==> config.mk <==
export PLATFORM = sky130hd
export DESIGN_NAME = line_position_pid_drive
export DESIGN_NICKNAME = d
export VERILOG_FILES = /design/src/hw/rtl/lpd_pkg.sv /design/src/hw/rtl/lpd_bit_mac.sv /design/src/hw/rtl/line_position_pid_drive.sv
export SDC_FILE = /design/constraint.sdc
export NUM_CORES = 1
export LEC_CHECK = 0
export CORE_ASPECT_RATIO = 0.8
export CORE_MARGIN = 10
export CORE_UTILIZATION = 25
export DETAILED_ROUTE_END_ITERATION = 12
export DONT_BUFFER_PORTS = 1
export RECOVER_POWER = 50
export SLEW_MARGIN = 20
export SYNTH_ARGS = -nofsm -noshare
export SYNTH_HDL_FRONTEND = slang
export SYNTH_SLANG_ARGS = --single-unit
==> constraint.sdc <==
create_clock -name i_clk -period 10.6 [get_ports i_clk]
set_input_delay 1.06 -clock i_clk [delete_from_list [all_inputs] [get_ports i_clk]]
set_output_delay 1.06 -clock i_clk [all_outputs]
set_load 0.01 [all_outputs]
==> src/hw/rtl/lpd_pkg.sv <==
// shared types, constants and helpers of the line position pid drive
`default_nettype none

package lpd_pkg;

    // fixed geometry of the sensor bar and the error fixed point format
    localparam int SENSOR_COUNT = 8;
    localparam int FRAC_BITS    = 8;

    // field and register widths
    localparam int SENSOR_W  = 8;
    localparam int GAIN_W    = 16;
    localparam int TARGET_W  = 12;
    localparam int SPEED_W   = 8;
    localparam int LIMIT_W   = 16;
    localparam int CFG_IDX_W = 3;
    localparam int CFG_W     = 16;

    // scan and divide widths: sum of positions up to 36, count up to 8
    localparam int SUM_W      = 6;
    localparam int CNT_W      = 4;
    localparam int STEP_W     = 4;
    localparam int DIVIDEND_W = SUM_W + FRAC_BITS;

    // signed arithmetic widths
    localparam int ERR_W       = 13;
    localparam int DIFF_W      = 14;
    localparam int INTEG_W     = 26;
    localparam int INTEG_SUM_W = 27;
    localparam int HI_W        = 27;
    localparam int MAC_W       = 28;
    localparam int SPD_SUM_W   = 29;

    // register indexes of the configuration port
    localparam logic [CFG_IDX_W-1:0] REG_GAIN_P  = 3'd0;
    localparam logic [CFG_IDX_W-1:0] REG_GAIN_I  = 3'd1;
    localparam logic [CFG_IDX_W-1:0] REG_GAIN_D  = 3'd2;
    localparam logic [CFG_IDX_W-1:0] REG_TARGET  = 3'd3;
    localparam logic [CFG_IDX_W-1:0] REG_BASE    = 3'd4;
    localparam logic [CFG_IDX_W-1:0] REG_LIMIT   = 3'd5;

    // register reset values
    localparam logic [GAIN_W-1:0]   RST_GAIN_P = 16'd768;
    localparam logic [GAIN_W-1:0]   RST_GAIN_I = 16'd256;
    localparam logic [GAIN_W-1:0]   RST_GAIN_D = 16'd768;
    localparam logic [TARGET_W-1:0] RST_TARGET = 12'd1152;
    localparam logic [SPEED_W-1:0]  RST_BASE   = 8'd130;
    localparam logic [LIMIT_W-1:0]  RST_LIMIT  = 16'd500;

    // sequencer states
    typedef enum logic [2:0] {
        S_IDLE,
        S_SCAN,
        S_DIV,
        S_ERR,
        S_MUL,
        S_DONE
    } t_state;

    // clamp a signed speed sum to 0..255
    function automatic logic [SPEED_W-1:0] clamp_speed(input logic signed [SPD_SUM_W-1:0] v);
        logic [SPEED_W-1:0] res;
        if (v < 0) begin
            res = '0;
        end else if (v > SPD_SUM_W'(255)) begin
            res = '1;
        end else begin
            res = v[SPEED_W-1:0];
        end
        return res;
    endfunction

endpackage

`default_nettype wire

==> src/hw/rtl/lpd_bit_mac.sv <==
// bit-serial three-term multiply accumulate, one gain bit per cycle
`default_nettype none

module lpd_bit_mac
    import lpd_pkg::*;
(
    input  wire logic                      i_clk,
    input  wire logic                      i_rst_n,
    input  wire logic                      i_start,
    input  wire logic [GAIN_W-1:0]         i_gain_p,
    input  wire logic [GAIN_W-1:0]         i_gain_i,
    input  wire logic [GAIN_W-1:0]         i_gain_d,
    input  wire logic signed [ERR_W-1:0]   i_err,
    input  wire logic signed [INTEG_W-1:0] i_integ,
    input  wire logic signed [DIFF_W-1:0]  i_diff,
    output logic                           o_done,
    output logic signed [HI_W-1:0]         o_prod_hi,
    output logic [GAIN_W-1:0]              o_prod_lo
);

    logic                      r_busy;
    logic [STEP_W-1:0]         r_cnt;
    logic [GAIN_W-1:0]         r_kp;
    logic [GAIN_W-1:0]         r_ki;
    logic [GAIN_W-1:0]         r_kd;
    logic signed [ERR_W-1:0]   r_e;
    logic signed [INTEG_W-1:0] r_i;
    logic signed [DIFF_W-1:0]  r_d;
    logic signed [HI_W-1:0]    r_hi;
    logic [GAIN_W-1:0]         r_lo;

    logic signed [MAC_W-1:0] term_p;
    logic signed [MAC_W-1:0] term_i;
    logic signed [MAC_W-1:0] term_d;
    logic signed [MAC_W-1:0] step_sum;

    // partial products selected by the current gain bits
    assign term_p   = r_kp[0] ? MAC_W'(r_e) : '0;
    assign term_i   = r_ki[0] ? MAC_W'(r_i) : '0;
    assign term_d   = r_kd[0] ? MAC_W'(r_d) : '0;
    assign step_sum = MAC_W'(r_hi) + term_p + term_i + term_d;

    assign o_done    = r_busy && (r_cnt == STEP_W'(GAIN_W - 1));
    assign o_prod_hi = r_hi;
    assign o_prod_lo = r_lo;

    // step control
    always_ff @(posedge i_clk) begin
        if (!i_rst_n) begin
            r_busy <= 1'b0;
            r_cnt  <= '0;
        end else if (i_start) begin
            r_busy <= 1'b1;
            r_cnt  <= '0;
        end else if (r_busy) begin
            r_cnt <= r_cnt + 1'b1;
            if (o_done) begin
                r_busy <= 1'b0;
            end
        end
    end

    // operand capture, gain shift and shift-add of the accumulator
    always_ff @(posedge i_clk) begin
        if (i_start) begin
            r_kp <= i_gain_p;
            r_ki <= i_gain_i;
            r_kd <= i_gain_d;
            r_e  <= i_err;
            r_i  <= i_integ;
            r_d  <= i_diff;
            r_hi <= '0;
            r_lo <= '0;
        end else if (r_busy) begin
            r_kp <= r_kp >> 1;
            r_ki <= r_ki >> 1;
            r_kd <= r_kd >> 1;
            r_hi <= step_sum[MAC_W-1:1];
            r_lo <= {step_sum[0], r_lo[GAIN_W-1:1]};
        end
    end

endmodule

`default_nettype wire

==> src/hw/rtl/line_position_pid_drive.sv <==
// line position pid drive: sensor scan, position divide, pid law and speed clamp
// an accepted item passes through the scan, position divide, error, multiply and finish states;
// a line-lost item goes from the scan straight to the finish
// one item at a time, paced by the serial scan, divide and multiply
// the next item is accepted once the previous result sits in the output register
// reset: synchronous active low, restores register defaults and clears integral and previous error
`default_nettype none

module line_position_pid_drive
    import lpd_pkg::*;
(
    input  wire logic                  i_clk,
    input  wire logic                  i_rst_n,
    // sensor item in
    input  wire logic                  i_s_axis_tvalid,
    output logic                       o_s_axis_tready,
    input  wire logic [SENSOR_W-1:0]   i_s_axis_tdata,   // [7:0] sensor_bits
    // speed item out
    output logic                       o_m_axis_tvalid,
    input  wire logic                  i_m_axis_tready,
    output logic [2*SPEED_W-1:0]       o_m_axis_tdata,   // [7:0] left_speed, [15:8] right_speed
    output logic                       o_m_axis_tuser,   // [0] line_lost
    // configuration writes
    input  wire logic                  i_cfg_we,
    input  wire logic [CFG_IDX_W-1:0]  i_cfg_index,
    input  wire logic [CFG_W-1:0]      i_cfg_data
);

    // configuration registers
    logic [GAIN_W-1:0]   r_gain_p;
    logic [GAIN_W-1:0]   r_gain_i;
    logic [GAIN_W-1:0]   r_gain_d;
    logic [TARGET_W-1:0] r_target;
    logic [SPEED_W-1:0]  r_base;
    logic [LIMIT_W-1:0]  r_limit;

    // sequencer and datapath registers
    t_state                    r_state, n_state;
    logic [SENSOR_W-1:0]       r_bits, n_bits;
    logic [CNT_W-1:0]          r_idx, n_idx;
    logic [SUM_W-1:0]          r_sum, n_sum;
    logic [CNT_W-1:0]          r_cnt, n_cnt;
    logic [STEP_W-1:0]         r_step, n_step;
    logic [DIVIDEND_W-1:0]     r_num, n_num;
    logic [CNT_W-1:0]          r_rem, n_rem;
    logic                      r_lost, n_lost;
    logic signed [ERR_W-1:0]   r_err, n_err;
    logic signed [ERR_W-1:0]   r_prev, n_prev;
    logic signed [INTEG_W-1:0] r_integ, n_integ;
    logic                      r_out_valid, n_out_valid;
    logic [SPEED_W-1:0]        r_left, n_left;
    logic [SPEED_W-1:0]        r_right, n_right;
    logic                      r_out_lost, n_out_lost;

    logic                        mac_start;
    logic                        mac_done;
    logic signed [HI_W-1:0]      mac_hi;
    logic [GAIN_W-1:0]           mac_lo;

    logic [CNT_W:0]                rem2;
    logic                          div_ge;
    logic signed [ERR_W-1:0]       err_calc;
    logic signed [DIFF_W-1:0]      diff_calc;
    logic signed [MAC_W-1:0]       ctrl;
    logic signed [SPD_SUM_W-1:0]   base_s;
    logic signed [SPD_SUM_W-1:0]   spd_r;
    logic signed [SPD_SUM_W-1:0]   spd_l;
    logic signed [INTEG_SUM_W-1:0] integ_sum;
    logic signed [INTEG_SUM_W-1:0] lim_s;

    // handshake outputs
    assign o_s_axis_tready = (r_state == S_IDLE);
    assign o_m_axis_tvalid = r_out_valid;
    assign o_m_axis_tdata  = {r_right, r_left};
    assign o_m_axis_tuser  = r_out_lost;

    // restoring divide step: remainder with next dividend bit
    assign rem2   = {r_rem, r_num[DIVIDEND_W-1]};
    assign div_ge = (rem2 >= {1'b0, r_cnt});

    // error and its change against the last tracked sample
    assign err_calc  = $signed({1'b0, r_target}) - $signed({1'b0, r_num[TARGET_W-1:0]});
    assign diff_calc = DIFF_W'(err_calc) - DIFF_W'(r_prev);

    // control truncated toward zero: round up the floor when negative with a remainder
    assign ctrl   = MAC_W'(mac_hi) + $signed({{(MAC_W-1){1'b0}},
                                              (mac_hi[HI_W-1] && (mac_lo != '0))});
    assign base_s = $signed({{(SPD_SUM_W-SPEED_W){1'b0}}, r_base});
    assign spd_r  = base_s + SPD_SUM_W'(ctrl);
    assign spd_l  = base_s - SPD_SUM_W'(ctrl);

    // integral update against the symmetric limit
    assign integ_sum = INTEG_SUM_W'(r_integ) + INTEG_SUM_W'(r_err);
    assign lim_s     = INTEG_SUM_W'($signed({1'b0, r_limit, {FRAC_BITS{1'b0}}}));

    lpd_bit_mac u_mac (
        .i_clk     (i_clk),
        .i_rst_n   (i_rst_n),
        .i_start   (mac_start),
        .i_gain_p  (r_gain_p),
        .i_gain_i  (r_gain_i),
        .i_gain_d  (r_gain_d),
        .i_err     (err_calc),
        .i_integ   (r_integ),
        .i_diff    (diff_calc),
        .o_done    (mac_done),
        .o_prod_hi (mac_hi),
        .o_prod_lo (mac_lo)
    );

    // next state and datapath
    always_comb begin
        n_state     = r_state;
        n_bits      = r_bits;
        n_idx       = r_idx;
        n_sum       = r_sum;
        n_cnt       = r_cnt;
        n_step      = r_step;
        n_num       = r_num;
        n_rem       = r_rem;
        n_lost      = r_lost;
        n_err       = r_err;
        n_prev      = r_prev;
        n_integ     = r_integ;
        n_left      = r_left;
        n_right     = r_right;
        n_out_lost  = r_out_lost;
        n_out_valid = r_out_valid && !i_m_axis_tready;
        mac_start   = 1'b0;
        case (r_state)
            S_IDLE: begin
                if (i_s_axis_tvalid) begin
                    n_bits  = i_s_axis_tdata;
                    n_idx   = CNT_W'(1);
                    n_sum   = '0;
                    n_cnt   = '0;
                    n_step  = '0;
                    n_state = S_SCAN;
                end
            end
            // one sensor bit per cycle
            S_SCAN: begin
                n_bits = r_bits >> 1;
                n_idx  = r_idx + 1'b1;
                n_step = r_step + 1'b1;
                if (r_bits[0]) begin
                    n_sum = r_sum + SUM_W'(r_idx);
                    n_cnt = r_cnt + 1'b1;
                end
                if (r_step == STEP_W'(SENSOR_COUNT - 1)) begin
                    n_step  = '0;
                    n_rem   = '0;
                    n_num   = {n_sum, {FRAC_BITS{1'b0}}};
                    n_lost  = (n_cnt == '0);
                    n_state = (n_cnt == '0) ? S_DONE : S_DIV;
                end
            end
            // one quotient bit per cycle
            S_DIV: begin
                n_rem  = div_ge ? CNT_W'(rem2 - {1'b0, r_cnt}) : CNT_W'(rem2);
                n_num  = {r_num[DIVIDEND_W-2:0], div_ge};
                n_step = r_step + 1'b1;
                if (r_step == STEP_W'(DIVIDEND_W - 1)) begin
                    n_step  = '0;
                    n_state = S_ERR;
                end
            end
            S_ERR: begin
                n_err     = err_calc;
                mac_start = 1'b1;
                n_state   = S_MUL;
            end
            S_MUL: begin
                if (mac_done) begin
                    n_state = S_DONE;
                end
            end
            // finish when the output register is free
            S_DONE: begin
                if (!r_out_valid || i_m_axis_tready) begin
                    n_out_valid = 1'b1;
                    n_state     = S_IDLE;
                    if (r_lost) begin
                        n_left     = '0;
                        n_right    = '0;
                        n_out_lost = 1'b1;
                        n_integ    = '0;
                    end else begin
                        n_left     = clamp_speed(spd_l);
                        n_right    = clamp_speed(spd_r);
                        n_out_lost = 1'b0;
                        n_prev     = r_err;
                        if (integ_sum > lim_s) begin
                            n_integ = INTEG_W'(lim_s);
                        end else if (integ_sum < -lim_s) begin
                            n_integ = INTEG_W'(-lim_s);
                        end else begin
                            n_integ = INTEG_W'(integ_sum);
                        end
                    end
                end
            end
            default: begin
                n_state = S_IDLE;
            end
        endcase
    end

    // control state, pid state and configuration
    always_ff @(posedge i_clk) begin
        if (!i_rst_n) begin
            r_state     <= S_IDLE;
            r_out_valid <= 1'b0;
            r_integ     <= '0;
            r_prev      <= '0;
            r_gain_p    <= RST_GAIN_P;
            r_gain_i    <= RST_GAIN_I;
            r_gain_d    <= RST_GAIN_D;
            r_target    <= RST_TARGET;
            r_base      <= RST_BASE;
            r_limit     <= RST_LIMIT;
        end else begin
            r_state     <= n_state;
            r_out_valid <= n_out_valid;
            r_integ     <= n_integ;
            r_prev      <= n_prev;
            if (i_cfg_we) begin
                case (i_cfg_index)
                    REG_GAIN_P: r_gain_p <= i_cfg_data[GAIN_W-1:0];
                    REG_GAIN_I: r_gain_i <= i_cfg_data[GAIN_W-1:0];
                    REG_GAIN_D: r_gain_d <= i_cfg_data[GAIN_W-1:0];
                    REG_TARGET: r_target <= i_cfg_data[TARGET_W-1:0];
                    REG_BASE:   r_base   <= i_cfg_data[SPEED_W-1:0];
                    REG_LIMIT:  r_limit  <= i_cfg_data[LIMIT_W-1:0];
                    default: begin
                    end
                endcase
            end
        end
    end

    // payload registers
    always_ff @(posedge i_clk) begin
        r_bits     <= n_bits;
        r_idx      <= n_idx;
        r_sum      <= n_sum;
        r_cnt      <= n_cnt;
        r_step     <= n_step;
        r_num      <= n_num;
        r_rem      <= n_rem;
        r_lost     <= n_lost;
        r_err      <= n_err;
        r_left     <= n_left;
        r_right    <= n_right;
        r_out_lost <= n_out_lost;
    end

endmodule

`default_nettype wire

==> results.ini, run 1 <==
[die]
ioPinCount = 51
die_w_um = 350
coreArea_mm2 = 0.0860
row_count = 96
die-height_um = 284
dieArea_mm2 = 0.0992
initial_core_util = 0.253

[clock_tree]
hold_buffers = 0
cts_root_buffer = clkbuf_16
cts_tree = yes
cts_setup_buffers = 0
cts_inserted_buffers = 35
ctsResizeCount = 0
htreeDepth = 2
clk_latency_ns = 0.54
cts.clk_slew.worst_paths_ns = 0.06
clockBufferDepth = 3
clock-sinks = 338

[logic_synthesis]
ys_ff_latch = 338
yosysWarnings = 0
netlist_area_mm2 = 0.0217
synth_flop_cell = dfxtp_1
ys_types = 82
syn_avg_cell_area_um2 = 8.92
yosysSeqAreaShare = 0.386
synth_common_cells = nand2_1 (498), dfxtp_1 (175), edfxtp_1 (163)
async_flop_share = 0
yosys.area.top_type = edfxtp_1
synth_edf_count = 163
synth_most_common_cell = nand2_1
synth_top_area_share = 0.225
synth_nets = 2677
synth.top_cells.by_area = edfxtp_1 (23%), dfxtp_1 (16%), nand2_1 (8.6%), ha_1 (8.5%), fa_1 (5.5%)
syn_inst = 2437

[routing]
routedWlPerCell_um = 15.6
vias_per_cell = 4.75
drc = 0
postRouteAntennaNets = 0
wl_um = 55300
first_iter_violations = 1312
vias = 16794
first_pass_iters = 7

[sta]
max_freq_mhz = 156
finClkSkew_ns = 0.0188
tns_ns = 0
fin_crit_sh = 0.605
slew_headroom = -1.19
hold_viol_final = 0
setup_viol = 0
fin_ws_ns = 4.19
rsz0062_at_grt = false
max_slew.worst_pin.slew_ns = 3.28
finalCriticalPeriod_ns = 6.41
maxSlewViolCount = 137

[layout]
layout-drive-gt1-share = 0.0435
n_antenna_cell = 0
stdcell_area_mm2 = 0.0240
nFillCells = 9154
layout.nets = 2626
areaGrowthSynthToFinish_pct = 10.6

[setup_path]
start_kind = flop
worstReg2RegStart = r_state[2]$_SDFFE_PN0P_
crit_start = r_state[2]$_SDFFE_PN0P_
critPathRequiredTime_ns = 10.59
critPathCaptureType = flop
path_max_fanout = 83
worstSetupPathType = reg2reg
critPathArrivalTime_ns = 6.39

[global_routing]
grt_pass1_vias = 15526
grt_pass1_wl_um = 88400
grt_overflow = 0
grt_use_total = 0.108
grt_max_degree = 117
antenna_found_initial = 3

[placed_design]
hpwl_um = 40700
gp_congestion = 0.890
port_buffers = 0
post_dp_cell_area_mm2 = 0.0228
pre_cts_ws_ns = 4.73

[worst_hold_path]
hold_path.class = reg2reg
min_from = r_prev[4]$_SDFFE_PN0P_

[job]
max-cap-violations = 2

[power_and_ir_drop]
cellLeakagePower_nw = 9.39
power_density_mw_per_mm2 = 236
vdd.ir_drop.worst_v = 0.0000890

[outcome]
failed_checks = capacitance limit, slew limit
status = finished, violations left

## registers in the layout, summed over array words and instances, names as in the netlist, 12 cells and up
name / flops
r_gain_p: 16
r_prev: 13
r_gain_d: 16
r_limit: 16
u_mac.r_kp: 16
r_num: 14
u_mac.r_ki: 16
r_integ: 26
u_mac.r_kd: 16
u_mac.o_prod_hi: 27
u_mac.o_prod_lo: 16
u_mac.r_d: 14
r_gain_i: 16
r_err: 13
u_mac.r_i: 26
r_target: 12
## critical path: stages (launching register included)
cell and delay [ns]:
dfxtp_1 0.56, clkinv_1 0.31, nand3_1 0.20, clkinvlp_2 2.38, nor2_1 1.27, clkinv_2 0.98
## where the power goes
| group | total [mW] | leakage (nW) | switching [mW] | internal [mW] |
|---|---|---|---|---|
| logic | 2.44 | 5.85 | 1.42 | 1.02 |
| clock network | 1.33 | 0.605 | 0.548 | 0.779 |
| registers | 1.92 | 2.93 | 0.259 | 1.66 |
## metrics by stage
stage	instances	utilization	hold slack [ns]	total power [mW]
final	3539	0.280	0.460	5.68
after global routing	3539	0.280	0.480	6.15
after CTS	3539	0.280	0.462	5.73
after detailed placement	3476	0.265	0.448	4.37
after global placement	3476	0.265	0.442	4.34
after floorplan	2437	-	0.434	3.80
## layout by cell type (no fill, tap or decap), drive strengths merged, types with 17 or more instances in the layout
cell and count:
a211oi 29, a21boi 92, a21o 33, a21oi 114, and2 27, and3 17, clkbuf 50, dfxtp 175
edfxtp 163, fa 60, ha 148, inv 163, mux2i 44, nand2 499, nand2b 19, nand3 63
nand4 24, nor2 155, nor2b 21, nor3 47, nor4 18, o211ai 40, o21a 17, o21ai 79
or3 18, xnor2 91, xor2 39
## path summary, 6_finish.rpt
| kind | slack [ns] | cells past startpoint | to |
|---|---|---|---|
| worst max register to register | 4.19 | 5 | u_mac.r_kd[0]$_DFFE_PP_ |
| worst min-delay path | 0.46 | 2 | r_prev[4]$_SDFFE_PN0P_ |
| worst max-delay path | 4.19 | 5 | u_mac.r_kd[0]$_DFFE_PP_ |
| worst min register to register | 0.46 | 2 | r_prev[4]$_SDFFE_PN0P_ |
## routing by layer
layer / routed length (um) / global-route usage
met3: 3910 / 0.0247
met1: 28100 / 0.164
met2: 22600 / 0.155
met5: 0 / 0
met4: 731 / 0.0180
## logic make-up (layout without fill, tap and decap cells)
| logic type | Yosys count | count (layout) | synth area share |
|---|---|---|---|
| and+or+nand+nor | 955 | 955 | 0.200 |
| AOI/OAI and AO/OA | 499 | 499 | 0.153 |
| DFF | 338 | 338 | 0.386 |
| buffers and inverters | 263 | 238 | 0.0466 |
| adders and majority gates | 208 | 208 | 0.140 |
| xor gates and xnor gates | 130 | 130 | 0.0524 |
| muxes | 44 | 44 | 0.0203 |
## final cells by class
| class | instances | area [um2] | share of cell area |
|---|---|---|---|
| clock buffers | 48 | 1060 | 0.0441 |
| flip-flops and latches | 338 | 8400 | 0.349 |
| multi-input cells | 1836 | 12300 | 0.512 |
| repair buffers | 11 | 75.1 | 0.00312 |
| clock inverters | 15 | 160 | 0.00666 |
| well taps | 1127 | 1410 | 0.0587 |
| inverters | 164 | 618 | 0.0257 |
Note: power is estimated with default switching activity, not from simulation.
==> run 2, diff against run 1 <==
--- a/config.mk
+++ b/config.mk
@@ -5,6 +5,7 @@
 export SDC_FILE = /design/constraint.sdc
 export NUM_CORES = 1
 export LEC_CHECK = 0
+export ABC_AREA = 1
 export CORE_ASPECT_RATIO = 0.8
 export CORE_MARGIN = 10
 export CORE_UTILIZATION = 25
==> constraint.sdc (replaced) <==
create_clock -name i_clk -period 6.5 [get_ports i_clk]
set_input_delay 0.65 -clock i_clk [delete_from_list [all_inputs] [get_ports i_clk]]
set_output_delay 0.65 -clock i_clk [all_outputs]
set_load 0.01 [all_outputs]
==> run 2 against run 1 <==
  * The flow still finishes with violations (capacitance limit, slew limit)
  * Via count increased by 10%
  * Sequential power grew 61%
  * Final area is 2.6% higher
  * Die area increased by 1.6%
  * Clock skew up 0.013 ns
  * Synthesized cell count up 18%
  * Critical path depth grew 18
  * First-iteration DRC count grew 11%
  * Clock-buffer cell count up 5
  * Hold slack worse by 0.26 ns
  * Power grew 68%
==> results.ini, run 2 <==
[worst_hold_path]
whs_path_depth = 2  ; unchanged
whs_endpoint = r_gain_d[9]$_SDFFE_PN1P_
hold_path.class = in2reg
min_from = i_cfg_data[9]

[logic_synthesis]
synth_top_family_by_area = simple AND/OR/NAND/NOR gates
syn_avg_cell_area_um2 = 7.67  ; -14%
synth_compound_area_frac = 0.119  ; -0.0345
ys_types = 48  ; -41%
yosysSeqAreaShare = 0.380  ; -0.00658
netlist_area_mm2 = 0.0221  ; +1.7%
synth_common_cells = nand2_1 (729), inv_1 (366), nor2_1 (301)
yosys.area.top_type = edfxtp_1
synth_nets = 3123  ; +17%
synth-simple-area-share = 0.246  ; +0.0455
synth_top_area_share = 0.221  ; -0.00384
synth.top_cells.by_area = edfxtp_1 (22%), dfxtp_1 (16%), nand2_1 (12%), ha_1 (8.4%), inv_1 (6.2%)
async_flop_share = 0  ; unchanged
syn_inst = 2883  ; +18%
synthMuxAreaShare = 0.000453  ; -0.0198
yosysWarnings = 0  ; unchanged
synth-xor-area-share = 0.0400  ; -0.0124
synthAdderAreaFrac = 0.138  ; -0.00239
synth_flop_cell = dfxtp_1
ys_ff_latch = 338  ; unchanged
synth_edf_count = 163  ; unchanged
synth_most_common_cell = nand2_1

[layout]
stdcell_area_mm2 = 0.0247  ; +2.6%
final_core_util = 0.282  ; +0.00196
layout.nets = 3107  ; +18%
layout_common_cells = nand2_1 (729), inv_1 (365), nor2_1 (300), a21oi_1 (193), o21ai_0 (192)
largest_reg_flops = 27  ; unchanged
n_antenna_cell = 0  ; unchanged
areaGrowthSynthToFinish_pct = 11.6
layout_commonest_cell = nand2_1
layout-drive-gt1-share = 0.0466  ; +0.00310

[global_routing]
grt_overflow = 0  ; unchanged
grt_pass1_wl_um = 96900  ; +9.6%
antenna_found_initial = 0  ; -3
grt_pass1_vias = 17293  ; +11%
grt_use_total = 0.117  ; +0.00936
grt_max_degree = 100  ; -15%

[setup_path]
critPathArrivalTime_ns = 5.55  ; -0.84 ns
slowest_stage = inv_1
r2r_slack_ns = 1.43  ; -2.76 ns
start_kind = flop
path_cells = ha_1 > fa_1 > nand3_1 > nand2_1 > a21oi_1 > o21ai_0 > nand3_1 > nand2_1 > nand4_1 > nand2_1 > xnor2_1 > inv_1 > ha_1 > a21oi_1 > o21ai_0 > a21oi_1 > nand3_1 > or2_2 > nand2_1 > inv_1 > nor2_2 > nand2_1 > a21oi_1
critPathRequiredTime_ns = 6.99  ; -3.60 ns
r2r_cells = 23  ; +18
max_stage_delay_ns = 0.44  ; -1.94 ns
worstReg2RegStart = r_err[0]$_DFFE_PP_
rr_endpoint = r_integ[2]$_SDFFE_PN0P_
worstSetupPathType = reg2reg
crit_top_cell = nand2_1
path_max_fanout = 29  ; -65%
critPathCaptureType = flop

[sta]
hold_viol_final = 0  ; unchanged
tns_ns = 0  ; unchanged
maxSlewViolCount = 37  ; -73%
rsz0062_at_grt = false
fin_crit_sh = 0.779  ; +0.175
max_slew.worst_pin.slew_ns = 1.85  ; -1.43 ns
finalCriticalPeriod_ns = 5.07  ; -1.34 ns
hold_ws_ns = 0.196  ; -0.264 ns
setup_viol = 0  ; unchanged
max_freq_mhz = 197  ; +27%
finClkSkew_ns = 0.0320  ; +0.0133 ns
slew_headroom = -0.245  ; +0.943

[placed_design]
post_dp_cell_area_mm2 = 0.0234  ; +2.7%
port_buffers = 0  ; unchanged
gp_congestion = 0.876  ; -1.6%
hpwl_um = 46400  ; +14%

[clock_tree]
htreeDepth = 2  ; unchanged
cts.clk_slew.worst_paths_ns = 0.06  ; about the same
hold_buffers = 0  ; unchanged
clock-sinks = 338  ; unchanged
cts_inserted_buffers = 37  ; +5.7%
cts_root_buffer = clkbuf_16
cts_setup_buffers = 0  ; unchanged
cts_tree = yes
ctsResizeCount = 0  ; unchanged
clockBufferDepth = 3  ; unchanged
clk_latency_ns = 0.58  ; +0.04 ns

[routing]
postRouteAntennaNets = 0  ; unchanged
drc = 0  ; unchanged
vias = 18556  ; +10%
first_pass_iters = 5  ; -2
routedWlPerCell_um = 14.9  ; -4.4%
first_iter_violations = 1453  ; +11%
vias_per_cell = 4.54  ; -4.2%
wl_um = 61000  ; +10%

[power_and_ir_drop]
cellLeakagePower_nw = 11.0  ; +17%
power_mw = 9.53  ; +68%
vdd.ir_drop.worst_v = 0.000266  ; +200%
power_density_mw_per_mm2 = 386  ; +63%

[outcome]
status = finished, violations left
failed_checks = capacitance limit, slew limit

[die]
ioPinCount = 51  ; unchanged
coreArea_mm2 = 0.0876  ; +1.9%
initial_core_util = 0.252  ; -0.000385
die_w_um = 352  ; +0.81%
dieArea_mm2 = 0.101  ; +1.6%
die-height_um = 286  ; +0.80%
row_count = 97  ; +1.0%

[job]
max-cap-violations = 3  ; +1

## run 2: how the worst max path moves through the flow
stage                                             endpoint  slack, ns                 from  depth (start not counted)
after floorplan           u_mac.o_prod_hi[26]$_SDFFE_PP0P_       2.30  r_err[12]$_DFFE_PP_                         19
after global placement             r_integ[2]$_SDFFE_PN0P_       1.67   r_err[0]$_DFFE_PP_                         23
after detailed placement           r_integ[2]$_SDFFE_PN0P_       1.57   r_err[0]$_DFFE_PP_                         23
after CTS                          r_integ[2]$_SDFFE_PN0P_       1.54   r_err[0]$_DFFE_PP_                         23
after global routing              r_integ[23]$_SDFFE_PN0P_       1.02   r_err[0]$_DFFE_PP_                         25
final                              r_integ[2]$_SDFFE_PN0P_       1.43   r_err[0]$_DFFE_PP_                         23
## run 2: routing by layer
| metal | global-route usage | part of all wire | vias to the layer above |
|---|---|---|---|
| li1 | - | - | 9376 |
| met1 | 0.176 | 0.50 | 8674 |
| met2 | 0.172 | 0.41 | 447 |
| met3 | 0.0246 | 0.074 | 59 |
| met4 | 0.0206 | 0.014 | 0 |
| met5 | 0 | 0 | - |
## run 2: through the flow
| step | cells | setup slack [ns] |
|---|---|---|
| 6_report | 4083 | 1.43 |
| 5_1_grt | 4083 | 1.02 |
| 4_1_cts | 4083 | 1.54 |
| 3_5_place_dp | 4016 | 1.57 |
| 3_3_place_gp | 4016 | 1.67 |
| 2_1_floorplan | 2883 | 2.30 |
## run 2: layout make-up
| class | count | area [um2] |
|---|---|---|
| fillers | 9543 | 63000 |
| multi-input cells | 2096 | 12000 |
| flip-flops and latches | 338 | 8400 |
| well taps | 1188 | 1490 |
| inverters | 378 | 1420 |
| clock buffers | 53 | 1080 |
| clock inverters | 14 | 188 |
| repair buffers | 16 | 86.3 |
## run 2: logic make-up (layout without fill, tap and decap cells)
kind of cell / count (synthesis) / after routing
xor gates and xnor gates: 101 / 101
AOI/OAI and AO/OA: 482 / 482
DFF: 338 / 338
and+or+nand+nor: 1304 / 1304
adders and majority gates: 208 / 208
muxes: 1 / 1
buffers and inverters: 449 / 461
## run 2: worst max-delay path: cells and delay by family (launching register included)
family,cells,cell delay [ns]
AO/OA/AOI/OAI,6,1.10
XOR/XNOR,1,0.25
adder cells (fa/ha/maj),3,1.00
buffers and inverters,2,0.56
AND/OR/NAND/NOR,11,1.66
flip-flops,1,0.41
## run 2: power by group
group / leakage, nW / internal [mW] / switching, mW
combinational: 7.39 / 1.44 / 2.82
sequential: 2.98 / 2.73 / 0.361
clock: 0.606 / 1.22 / 0.956
total: 11.0 / 5.39 / 4.13
